===== config.mk =====
export PLATFORM = sky130hd
export DESIGN_NAME = i2c_eeprom_access_master
export DESIGN_NICKNAME = d
export VERILOG_FILES = /design/src/i2cee_pkg.sv /design/src/i2cee_queue.sv /design/src/i2cee_front.sv /design/src/i2cee_back.sv /design/src/i2c_eeprom_access_master.sv
export SDC_FILE = /design/constraint.sdc
export NUM_CORES = 1
export LEC_CHECK = 0
export ABC_AREA = 1
export BUFFER_PORTS_ARGS = -buffer_cell sky130_fd_sc_hd__clkbuf_2
export CORE_MARGIN = 4
export CORE_UTILIZATION = 37
export DETAILED_ROUTE_END_ITERATION = 10
export GPL_TIMING_DRIVEN = 0
export PLACE_DENSITY = 0.57
export SKIP_CTS_REPAIR_TIMING = 1
export SLEW_MARGIN = 20
export SYNTH_ARGS = -nofsm -noshare
export SYNTH_HDL_FRONTEND = slang
export SYNTH_HIERARCHICAL = 1
export SYNTH_SLANG_ARGS = --single-unit

===== constraint.sdc =====
create_clock -name clk -period 3.1 [get_ports clk]
set_clock_uncertainty 0.05 [all_clocks]
set_input_delay 0.465 -clock clk [delete_from_list [all_inputs] [get_ports clk]]
set_output_delay 0.465 -clock clk [all_outputs]
set_load 0.02 [all_outputs]

===== src/i2cee_pkg.sv =====
// ----------------------------------------------------------------------------
// i2cee_pkg
// Shared types and codes of the serial EEPROM bus master.
// ----------------------------------------------------------------------------
package i2cee_pkg;

    localparam logic [1:0] CMD_TICK  = 2'd0;
    localparam logic [1:0] CMD_LOAD  = 2'd1;
    localparam logic [1:0] CMD_START = 2'd2;

    localparam logic [1:0] REG_DEVICE_ADDRESS = 2'd0;
    localparam logic [1:0] REG_HALF_TICKS     = 2'd1;
    localparam logic [1:0] REG_HOLD_TICKS     = 2'd2;

    localparam logic [6:0]  RST_DEVICE_ADDRESS = 7'd80;
    localparam logic [15:0] RST_HALF_TICKS     = 16'd5;
    localparam logic [15:0] RST_HOLD_TICKS     = 16'd10;

    localparam int CMD_QUEUE_DEPTH = 2;
    localparam int RES_QUEUE_DEPTH = 2;

    typedef enum logic [1:0] {
        CLS_TICK,
        CLS_LOAD,
        CLS_START,
        CLS_NONE
    } cls_t;

    typedef enum logic [4:0] {
        P_IDLE, P_STA_A, P_STA_B, P_STA_C, P_WLO, P_WHI, P_ALO, P_AHI1, P_AHI2,
        P_AEND, P_RLO, P_RHI1, P_RHI2, P_MLO, P_MHI, P_NLO, P_NHI, P_SPA,
        P_SPB, P_SPC
    } phase_t;

    typedef enum logic [2:0] {
        S_DEV, S_AHI, S_ALO, S_DATA, S_DEVR, S_READ
    } stage_t;

    typedef struct packed {
        cls_t        cls;
        logic        sda;
        logic        rnw;
        logic [15:0] addr;
        logic [7:0]  count;
        logic [7:0]  wdata;
    } item_t;

    typedef struct packed {
        logic       scl_release;
        logic       sda_release;
        logic [7:0] rdata;
        logic       rdata_valid;
        logic       done_res;
        logic [7:0] nack_count;
        logic       busy_res;
    } result_t;

    typedef struct packed {
        logic        we;
        logic [1:0]  index;
        logic [15:0] data;
    } cfg_write_t;

endpackage


===== src/i2cee_queue.sv =====
// ----------------------------------------------------------------------------
// i2cee_queue
// Small register queue with push/full and pop/empty sides.
// ----------------------------------------------------------------------------
module i2cee_queue #(
    parameter int WIDTH = 8,
    parameter int DEPTH = 2
) (
    input  logic             clk,
    input  logic             rst_n,
    input  logic             push,
    input  logic [WIDTH-1:0] din,
    output logic             full,
    input  logic             pop,
    output logic [WIDTH-1:0] dout,
    output logic             empty
);

    localparam int PW = (DEPTH > 1) ? $clog2(DEPTH) : 1;
    localparam int CW = $clog2(DEPTH + 1);

    logic [WIDTH-1:0] store_reg [DEPTH];
    logic [PW-1:0]    wr_ptr_reg, wr_ptr_next;
    logic [PW-1:0]    rd_ptr_reg, rd_ptr_next;
    logic [CW-1:0]    count_reg, count_next;
    logic             do_push, do_pop;

    assign full    = (count_reg == CW'(DEPTH));
    assign empty   = (count_reg == '0);
    assign do_push = push && !full;
    assign do_pop  = pop && !empty;
    assign dout    = store_reg[rd_ptr_reg];

    always_comb
    begin
        wr_ptr_next = wr_ptr_reg;
        rd_ptr_next = rd_ptr_reg;
        count_next  = count_reg;
        if (do_push)
        begin
            wr_ptr_next = (wr_ptr_reg == PW'(DEPTH - 1)) ? '0 : wr_ptr_reg + 1'b1;
        end
        if (do_pop)
        begin
            rd_ptr_next = (rd_ptr_reg == PW'(DEPTH - 1)) ? '0 : rd_ptr_reg + 1'b1;
        end
        if (do_push && !do_pop)
        begin
            count_next = count_reg + 1'b1;
        end
        else if (do_pop && !do_push)
        begin
            count_next = count_reg - 1'b1;
        end
    end

    always_ff @(posedge clk or negedge rst_n)
    begin
        if (!rst_n)
        begin
            wr_ptr_reg <= '0;
            rd_ptr_reg <= '0;
            count_reg  <= '0;
        end
        else
        begin
            wr_ptr_reg <= wr_ptr_next;
            rd_ptr_reg <= rd_ptr_next;
            count_reg  <= count_next;
        end
    end

    always_ff @(posedge clk)
    begin
        if (do_push)
        begin
            store_reg[wr_ptr_reg] <= din;
        end
    end

    a_count_bound: assert property (@(posedge clk) disable iff (!rst_n)
        count_reg <= CW'(DEPTH))
        else $error("queue count beyond depth");

    a_pop_advances: assert property (@(posedge clk) disable iff (!rst_n)
        do_pop && !do_push |=> count_reg == $past(count_reg) - 1'b1)
        else $error("pop beat did not drain an entry");

    a_push_fills: assert property (@(posedge clk) disable iff (!rst_n)
        do_push && !do_pop |=> count_reg == $past(count_reg) + 1'b1)
        else $error("push beat did not add an entry");

endmodule


===== src/i2cee_front.sv =====
// ----------------------------------------------------------------------------
// i2cee_front
// Input side: decode the command, clamp the burst length, queue the beat.
// ----------------------------------------------------------------------------
module i2cee_front #(
    parameter int MAX_BURST = 128
) (
    input  logic                push,
    output logic                full,
    input  logic [1:0]          cmd,
    input  logic                sda_in,
    input  logic                read_not_write,
    input  logic [15:0]         mem_address,
    input  logic [7:0]          byte_count,
    input  logic [7:0]          wdata,
    input  logic                q_full,
    output logic                q_push,
    output i2cee_pkg::item_t    q_item
);
    import i2cee_pkg::*;

    cls_t       cls;
    logic [7:0] count;

    always_comb
    begin
        unique case (cmd)
            CMD_TICK:  cls = CLS_TICK;
            CMD_LOAD:  cls = CLS_LOAD;
            CMD_START: cls = CLS_START;
            default:   cls = CLS_NONE;
        endcase
    end

    always_comb
    begin
        if (byte_count == 8'd0)
        begin
            count = 8'd1;
        end
        else if (byte_count > 8'(MAX_BURST))
        begin
            count = 8'(MAX_BURST);
        end
        else
        begin
            count = byte_count;
        end
    end

    assign full   = q_full;
    assign q_push = push && !q_full;

    always_comb
    begin
        q_item.cls   = cls;
        q_item.sda   = sda_in;
        q_item.rnw   = read_not_write;
        q_item.addr  = mem_address;
        q_item.count = count;
        q_item.wdata = wdata;
    end

endmodule


===== src/i2cee_back.sv =====
// ----------------------------------------------------------------------------
// i2cee_back
// Sequencer: one beat a cycle unless stalled, write buffer, result per beat.
// ----------------------------------------------------------------------------
module i2cee_back #(
    parameter int MAX_BURST = 128
) (
    input  logic                  clk,
    input  logic                  rst_n,
    input  i2cee_pkg::cfg_write_t cfg,
    input  logic                  cq_empty,
    input  i2cee_pkg::item_t      item,
    output logic                  cq_pop,
    input  logic                  rq_full,
    output logic                  rq_push,
    output i2cee_pkg::result_t    res
);
    import i2cee_pkg::*;

    localparam int AW = (MAX_BURST > 1) ? $clog2(MAX_BURST) : 1;

    logic [6:0]  dev_addr_reg;
    logic [15:0] half_reg;
    logic [15:0] hold_reg;

    phase_t      phase_reg, phase_next;
    stage_t      stage_reg, stage_next;
    logic [15:0] tick_reg, tick_next;
    logic [3:0]  bit_reg, bit_next;
    logic [7:0]  shift_reg, shift_next;
    logic [7:0]  left_reg, left_next;
    logic [15:0] addr_reg, addr_next;
    logic [7:0]  err_reg, err_next;
    logic [7:0]  lp_reg, lp_next;
    logic        is_read_reg, is_read_next;

    logic [7:0]  mem [MAX_BURST];
    logic [7:0]  buf_q_reg;
    logic        rd_ok_reg;
    logic        mem_we;
    logic        fire;

    function automatic logic is_long(phase_t p);
        case (p) inside
            P_STA_A, P_STA_B, P_AHI1, P_AHI2, P_RHI1, P_RHI2, P_SPB, P_SPC:
                return 1'b1;
            default:
                return 1'b0;
        endcase
    endfunction

    function automatic logic scl_level(phase_t p);
        case (p) inside
            P_IDLE, P_STA_A, P_STA_B, P_WHI, P_AHI1, P_AHI2, P_RHI1, P_RHI2,
            P_MHI, P_NHI, P_SPB, P_SPC:
                return 1'b1;
            default:
                return 1'b0;
        endcase
    endfunction

    function automatic logic sda_level(phase_t p, logic msb);
        case (p) inside
            P_WLO, P_WHI:
                return msb;
            P_STA_B, P_STA_C, P_MLO, P_MHI, P_SPA, P_SPB:
                return 1'b0;
            default:
                return 1'b1;
        endcase
    endfunction

    function automatic logic [15:0] phase_len(phase_t p, logic [15:0] half,
                                              logic [15:0] hold);
        logic [15:0] d;
        d = is_long(p) ? hold : half;
        return (d == 16'd0) ? 16'd1 : d;
    endfunction

    assign fire    = !cq_empty && !rq_full;
    assign cq_pop  = fire;
    assign rq_push = fire;

    always_comb
    begin
        logic [15:0] cnt_dec;
        logic [7:0]  sh;
        logic [3:0]  bi;
        logic [7:0]  bdata;

        phase_next   = phase_reg;
        stage_next   = stage_reg;
        tick_next    = tick_reg;
        bit_next     = bit_reg;
        shift_next   = shift_reg;
        left_next    = left_reg;
        addr_next    = addr_reg;
        err_next     = err_reg;
        lp_next      = lp_reg;
        is_read_next = is_read_reg;
        mem_we       = 1'b0;
        res.rdata       = 8'h00;
        res.rdata_valid = 1'b0;
        res.done_res    = 1'b0;

        cnt_dec = tick_reg - 16'd1;
        sh      = shift_reg;
        bi      = bit_reg;
        bdata   = rd_ok_reg ? buf_q_reg : 8'h00;

        if (fire)
        begin
            case (item.cls)
                CLS_TICK:
                begin
                    if (phase_reg != P_IDLE)
                    begin
                        if (phase_reg == P_AHI1 && tick_reg == 16'd1 && item.sda &&
                            err_reg != 8'hFF)
                        begin
                            err_next = err_reg + 8'd1;
                        end
                        if (phase_reg == P_RHI1 && tick_reg == 16'd1)
                        begin
                            sh = {shift_reg[6:0], item.sda};
                            bi = bit_reg + 4'd1;
                            if (bi == 4'd8)
                            begin
                                res.rdata       = sh;
                                res.rdata_valid = 1'b1;
                            end
                        end
                        shift_next = sh;
                        bit_next   = bi;
                        tick_next  = cnt_dec;
                        if (cnt_dec == 16'd0)
                        begin
                            unique case (phase_reg)
                                P_STA_A: phase_next = P_STA_B;
                                P_STA_B: phase_next = P_STA_C;
                                P_STA_C:
                                begin
                                    shift_next = {dev_addr_reg, stage_reg == S_DEVR};
                                    bit_next   = 4'd0;
                                    phase_next = P_WLO;
                                end
                                P_WLO:   phase_next = P_WHI;
                                P_WHI:
                                begin
                                    shift_next = {sh[6:0], 1'b0};
                                    bit_next   = bi + 4'd1;
                                    phase_next = (bit_next < 4'd8) ? P_WLO : P_ALO;
                                end
                                P_ALO:   phase_next = P_AHI1;
                                P_AHI1:  phase_next = P_AHI2;
                                P_AHI2:  phase_next = P_AEND;
                                P_AEND:
                                begin
                                    unique case (stage_reg)
                                        S_DEV:
                                        begin
                                            stage_next = S_AHI;
                                            shift_next = addr_reg[15:8];
                                            bit_next   = 4'd0;
                                            phase_next = P_WLO;
                                        end
                                        S_AHI:
                                        begin
                                            stage_next = S_ALO;
                                            shift_next = addr_reg[7:0];
                                            bit_next   = 4'd0;
                                            phase_next = P_WLO;
                                        end
                                        S_ALO:
                                        begin
                                            if (is_read_reg)
                                            begin
                                                stage_next = S_DEVR;
                                                phase_next = P_STA_A;
                                            end
                                            else
                                            begin
                                                stage_next = S_DATA;
                                                shift_next = bdata;
                                                bit_next   = 4'd0;
                                                lp_next    = lp_reg + 8'd1;
                                                phase_next = P_WLO;
                                            end
                                        end
                                        S_DATA:
                                        begin
                                            left_next = left_reg - 8'd1;
                                            if (left_next != 8'd0)
                                            begin
                                                shift_next = bdata;
                                                bit_next   = 4'd0;
                                                lp_next    = lp_reg + 8'd1;
                                                phase_next = P_WLO;
                                            end
                                            else
                                            begin
                                                phase_next = P_SPA;
                                            end
                                        end
                                        default:
                                        begin
                                            stage_next = S_READ;
                                            shift_next = 8'h00;
                                            bit_next   = 4'd0;
                                            phase_next = P_RLO;
                                        end
                                    endcase
                                end
                                P_RLO:   phase_next = P_RHI1;
                                P_RHI1:  phase_next = P_RHI2;
                                P_RHI2:
                                begin
                                    if (bi < 4'd8)
                                    begin
                                        phase_next = P_RLO;
                                    end
                                    else
                                    begin
                                        left_next  = left_reg - 8'd1;
                                        phase_next = (left_next != 8'd0) ? P_MLO : P_NLO;
                                    end
                                end
                                P_MLO:   phase_next = P_MHI;
                                P_MHI:
                                begin
                                    shift_next = 8'h00;
                                    bit_next   = 4'd0;
                                    phase_next = P_RLO;
                                end
                                P_NLO:   phase_next = P_NHI;
                                P_NHI:   phase_next = P_SPA;
                                P_SPA:   phase_next = P_SPB;
                                P_SPB:   phase_next = P_SPC;
                                default:
                                begin
                                    res.done_res = 1'b1;
                                    phase_next   = P_IDLE;
                                    lp_next      = 8'd0;
                                end
                            endcase
                            tick_next = (phase_next == P_IDLE) ? 16'd0 :
                                        phase_len(phase_next, half_reg, hold_reg);
                        end
                    end
                end
                CLS_LOAD:
                begin
                    if (phase_reg == P_IDLE && lp_reg < 8'(MAX_BURST))
                    begin
                        mem_we  = 1'b1;
                        lp_next = lp_reg + 8'd1;
                    end
                end
                CLS_START:
                begin
                    if (phase_reg == P_IDLE)
                    begin
                        left_next    = item.count;
                        addr_next    = item.addr;
                        is_read_next = item.rnw;
                        err_next     = 8'd0;
                        lp_next      = 8'd0;
                        stage_next   = S_DEV;
                        bit_next     = 4'd0;
                        shift_next   = 8'h00;
                        phase_next   = P_STA_A;
                        tick_next    = phase_len(P_STA_A, half_reg, hold_reg);
                    end
                end
                default:
                begin
                end
            endcase
        end

        if (item.cls == CLS_TICK)
        begin
            res.scl_release = scl_level(phase_reg);
            res.sda_release = sda_level(phase_reg, shift_reg[7]);
            res.busy_res    = (phase_reg != P_IDLE);
        end
        else
        begin
            res.scl_release = scl_level(phase_next);
            res.sda_release = sda_level(phase_next, shift_next[7]);
            res.busy_res    = (phase_next != P_IDLE);
        end
        res.nack_count = err_next;
    end

    always_ff @(posedge clk or negedge rst_n)
    begin
        if (!rst_n)
        begin
            dev_addr_reg <= RST_DEVICE_ADDRESS;
            half_reg     <= RST_HALF_TICKS;
            hold_reg     <= RST_HOLD_TICKS;
        end
        else if (cfg.we)
        begin
            unique case (cfg.index)
                REG_DEVICE_ADDRESS: dev_addr_reg <= cfg.data[6:0];
                REG_HALF_TICKS:     half_reg     <= cfg.data;
                REG_HOLD_TICKS:     hold_reg     <= cfg.data;
                default:
                begin
                end
            endcase
        end
    end

    always_ff @(posedge clk or negedge rst_n)
    begin
        if (!rst_n)
        begin
            phase_reg   <= P_IDLE;
            stage_reg   <= S_DEV;
            tick_reg    <= '0;
            bit_reg     <= '0;
            shift_reg   <= '0;
            left_reg    <= '0;
            addr_reg    <= '0;
            err_reg     <= '0;
            lp_reg      <= '0;
            is_read_reg <= 1'b0;
        end
        else
        begin
            phase_reg   <= phase_next;
            stage_reg   <= stage_next;
            tick_reg    <= tick_next;
            bit_reg     <= bit_next;
            shift_reg   <= shift_next;
            left_reg    <= left_next;
            addr_reg    <= addr_next;
            err_reg     <= err_next;
            lp_reg      <= lp_next;
            is_read_reg <= is_read_next;
        end
    end

    always_ff @(posedge clk)
    begin
        if (mem_we)
        begin
            mem[lp_reg[AW-1:0]] <= item.wdata;
        end
        buf_q_reg <= mem[lp_reg[AW-1:0]];
        rd_ok_reg <= (lp_reg < 8'(MAX_BURST));
    end

    a_rvalid_full_byte: assert property (@(posedge clk) disable iff (!rst_n)
        fire && res.rdata_valid |=> bit_reg == 4'd8)
        else $error("read byte flagged before eighth bit");

    a_done_to_idle: assert property (@(posedge clk) disable iff (!rst_n)
        fire && res.done_res |=> phase_reg == P_IDLE && lp_reg == 8'd0)
        else $error("stop completed without returning to idle");

    a_pointer_bound: assert property (@(posedge clk) disable iff (!rst_n)
        lp_reg <= 8'(MAX_BURST))
        else $error("buffer pointer beyond burst limit");

    a_bit_bound: assert property (@(posedge clk) disable iff (!rst_n)
        bit_reg <= 4'd8)
        else $error("bit index beyond a byte");

    a_stall_holds: assert property (@(posedge clk) disable iff (!rst_n)
        !fire |=> $stable(phase_reg) && $stable(tick_reg))
        else $error("sequencer advanced without a beat");

endmodule


===== src/i2c_eeprom_access_master.sv =====
// ----------------------------------------------------------------------------
// i2c_eeprom_access_master
// Bus master for a two-byte-addressed serial EEPROM, one tick per beat.
//
//   channel   handshake          payload
//   input     push / full        cmd sda_in read_not_write mem_address
//                                byte_count wdata
//   result    empty / pop        scl_release sda_release rdata rdata_valid
//                                done_res nack_count busy_res
//   config    cfg_we             cfg_index cfg_data
//
// One input beat a cycle while the result side pops; each beat gives exactly
// one result beat, which is queued in turn in the command and result queues.
// The sequencer steps one queued beat a cycle, held while the result queue is
// full; input and result queues are two deep, so full rises only under stall.
// Reset needs no clearing pass; the write buffer holds undefined data until
// loaded.
// ----------------------------------------------------------------------------
module i2c_eeprom_access_master #(
    parameter int MAX_BURST = 128
) (
    input  logic        clk,
    input  logic        rst_n,
    input  logic        push,
    output logic        full,
    input  logic [1:0]  cmd,
    input  logic        sda_in,
    input  logic        read_not_write,
    input  logic [15:0] mem_address,
    input  logic [7:0]  byte_count,
    input  logic [7:0]  wdata,
    output logic        empty,
    input  logic        pop,
    output logic        scl_release,
    output logic        sda_release,
    output logic [7:0]  rdata,
    output logic        rdata_valid,
    output logic        done_res,
    output logic [7:0]  nack_count,
    output logic        busy_res,
    input  logic        cfg_we,
    input  logic [1:0]  cfg_index,
    input  logic [15:0] cfg_data
);
    import i2cee_pkg::*;

    item_t      fe_item;
    item_t      be_item;
    logic       fe_push;
    logic       cq_full;
    logic       cq_empty;
    logic       cq_pop;
    result_t    be_res;
    result_t    out_res;
    logic       rq_full;
    logic       rq_push;
    cfg_write_t cfg;

    always_comb
    begin
        cfg.we    = cfg_we;
        cfg.index = cfg_index;
        cfg.data  = cfg_data;
    end

    i2cee_front #(
        .MAX_BURST (MAX_BURST)
    ) u_front (
        .push           (push),
        .full           (full),
        .cmd            (cmd),
        .sda_in         (sda_in),
        .read_not_write (read_not_write),
        .mem_address    (mem_address),
        .byte_count     (byte_count),
        .wdata          (wdata),
        .q_full         (cq_full),
        .q_push         (fe_push),
        .q_item         (fe_item)
    );

    i2cee_queue #(
        .WIDTH ($bits(item_t)),
        .DEPTH (CMD_QUEUE_DEPTH)
    ) u_cmd_queue (
        .clk   (clk),
        .rst_n (rst_n),
        .push  (fe_push),
        .din   (fe_item),
        .full  (cq_full),
        .pop   (cq_pop),
        .dout  (be_item),
        .empty (cq_empty)
    );

    i2cee_back #(
        .MAX_BURST (MAX_BURST)
    ) u_back (
        .clk      (clk),
        .rst_n    (rst_n),
        .cfg      (cfg),
        .cq_empty (cq_empty),
        .item     (be_item),
        .cq_pop   (cq_pop),
        .rq_full  (rq_full),
        .rq_push  (rq_push),
        .res      (be_res)
    );

    i2cee_queue #(
        .WIDTH ($bits(result_t)),
        .DEPTH (RES_QUEUE_DEPTH)
    ) u_res_queue (
        .clk   (clk),
        .rst_n (rst_n),
        .push  (rq_push),
        .din   (be_res),
        .full  (rq_full),
        .pop   (pop),
        .dout  (out_res),
        .empty (empty)
    );

    assign scl_release = out_res.scl_release;
    assign sda_release = out_res.sda_release;
    assign rdata       = out_res.rdata;
    assign rdata_valid = out_res.rdata_valid;
    assign done_res    = out_res.done_res;
    assign nack_count  = out_res.nack_count;
    assign busy_res    = out_res.busy_res;

endmodule


==> metrics.yaml <==
path_max_fanout: 9
worstPathRequired_ps: 3580
fillers: 11968
path_class: "flop to flop"
peakVddDrop_v: 0.0006066
start_kind: "flop"
final_antenna_net_count: 0
finalWirelength_um: 196300
stdcell_area_mm2: 0.06263
drive_above_1_share_pct: 21.66
clk_latency_ps: 780
power_density_mw_per_mm2: 874.1
worstSetupEndpointType: "flop"
io_buffers: 53
ys.flop_type: "edfxtp_1"
fin_crit_sh_pct: 110.9
hold_viol: 1
syn_to_final_growth_pct: 24.09
initial_utilization_pct: 37.26
drtIter0Drc: 5087
synthDistinctLibCells: 61
p_leak_nw: 21.84
via_per_inst: 5.863
violations: "hold timing, setup timing"
rsz0062_at_grt: "true"
rrSetupSlack_ps: -340
fin_nets: 4262
grt_pass1_vias: 32380
grtUsageTotal_pct: 26.70
syn_avg_cell_area_um2: 13.26
ys_top_cells_by_count: "1138 x edfxtp_1, 853 x nand2_1, 240 x nor2_1, 186 x inv_1, 180 x a22oi_1"
overflow: 0
std_cell_rows: 135
dr_total_vias: 35636
die_w_um: 377.3
dp_slack_ps: -3793
comb_power_share_pct: 30.5
drv_cap: 0
htree_num_levels: 4
globalplace.congestion: 1.001
grt_first_pass_wirelength_um: 261200
dieHeight_um: 377.3
hold-worst-slack_ps: -0.5541
cts_made_buffers: 136
yosysTopAreaCell: "edfxtp_1"
syn_nets: 3880
synth_seq_cells: 1271
clock_power_share_pct: 28.6
synthArstFlopShare_pct: 9.756
synth.top_cell.area_share_pct: 67.71
min-delay-path-class: "input pin to flop"
wl_per_cell_um: 32.30
switching_power_mw: 19.64
drv_slew: 0
slew_headroom_pct: 40.37
status: "finished with violations"
setup_viol: 636
synth.area.top_cells: "edfxtp_1 68%, nand2_1 6.3%, dfrtp_1 5.9%"
cts_tree: "yes"
tns_ps: -50060
crit_arrival_ps: 3920
fin_ws_ps: -338.2
synth-edff-count: 1138
syn_area_mm2: 0.05047
synth_most_common_cell: "edfxtp_1"
synth_warnings: 6
ys_seq_area_share_pct: 74.23
p_int_mw: 35.10
coreArea_mm2: 0.1355
drc: 0
clk_pin_slew_worst_paths_ps: 60
synth_cells: 3807
cts.path.max_buffers: 3
period_minus_slack_ps: 3438
cts_sinks: 1271
max_freq_mhz: 290.8
swShare_pct: 35.87
drt_first_pass_iters: 5
num_io_pins: 82
dpl.hpwl_um: 128500
p_seq_share_pct: 40.9
antenna_found_initial: 7
grt_max_degree: 83
largest_reg_flops: 1024
dieArea_mm2: 0.1424
total_power_mw: 54.74
placed_cell_area_mm2: 0.05381
cts-root-buf: "clkbuf_16"
worst_pin_slew_ps: 894.4
[power groups by stage]
stage,Clock [mW],Combinational [mW],Sequential [mW]
after CTS,15.8,14.7,22.3
after detailed placement,0,14.7,22.6
after global routing,16.6,17.4,22.5
after global placement,0,13.4,22.8
after floorplan,0,7.26,22.8
final,15.6,16.7,22.4
[critical path: stages, from the launching register on]
cell and delay (ps):
dfrtp_1 390, buf_8 160, nand2_4 80, nor2_4 90, buf_12 190, buf_16 160, buf_16 160, a22o_4 250
a221oi_4 240, nand4_1 350, nand3_1 200, nand4_1 140, a211oi_2 340, nand4_1 360
[final timing paths]
check	from	end	depth (start not counted)
setup / recovery	u_back/lp_reg[2]$_DFFE_PN0P_	u_back/buf_q_reg[7]$_DFF_P_	13
hold / removal	cfg_data[2]	u_back/half_reg[2]$_DFFE_PN1P_	3
setup reg to reg	u_back/lp_reg[2]$_DFFE_PN0P_	u_back/buf_q_reg[7]$_DFF_P_	13
hold reg to reg	u_cmd_queue/wr_ptr_reg$_DFFE_PN0P_	u_cmd_queue/wr_ptr_reg$_DFFE_PN0P_	2
max in group asynchronous	rst_n	u_back/half_reg[0]$_DFFE_PN1P_	3
min in group asynchronous	rst_n	u_res_queue/count_reg[1]$_DFFE_PN0P_	2
[final cells by class]
class	count	area [µm²]	area share, %
clock buffers	174	3617	5.776
repair buffers	245	2880	4.599
multi-input cells	2134	13210	21.09
well taps	1781	2228	3.558
plain buffers	201	1847	2.949
clock inverters	69	600.6	0.9590
flip-flops and latches	1271	37470	59.83
inverters	200	769.5	1.229
diodes	3	7.507	0.01199
[stage by stage]
stage	std cells	util [%]	hold slack, ps
after floorplan	3807	-	119.4
after global placement	5641	39.10	412.4
after detailed placement	5667	39.72	386.0
after CTS	5910	42.83	-445.9
after global routing	6077	46.23	8.490
final	6078	46.23	-0.5541
[cell usage in the layout (no fill, tap or decap), drive strengths merged, types with 3 or more instances in the layout]
cell and instances:
a2111oi 3, a21oi 40, a221oi 131, a22o 103, a22oi 180, a31oi 15, a32o 3, a41oi 4
buf 298, bufinv 5, clkbuf 275, clkinv 54, clkinvlp 6, dfrtp 118, dfstp 6, dfxtp 9
diode 3, dlygate4sd3 47, edfxtp 1138, ha 14, inv 204, nand2 857, nand3 133, nand3b 4
nand4 117, nor2 262, nor3 41, nor4 13, o2111ai 4, o211ai 15, o21a 4, o21ai 145
o22ai 10, o31ai 4, xnor2 5, xor2 10
[kinds of logic after synthesis]
kind of cell | share of synthesized area, %
simple gates | 12.19
buf+inv | 3.317
compound gates | 9.656
flops | 74.23
fa+ha+maj | 0.3471
xor+xnor | 0.2603
[per-layer routing]
layer | up-vias | part of all wire (%) | track usage [%] | wire, µm
met5 | - | 0 | 0 | 0
met4 | 0 | 6.0 | 12.98 | 11710
met3 | 490 | 12 | 7.653 | 23110
met2 | 2218 | 45 | 41.52 | 88340
met1 | 17967 | 37 | 34.41 | 73140
li1 | 14961 | - | - | -
No activity file was read; power rests on OpenSTA's default activity.
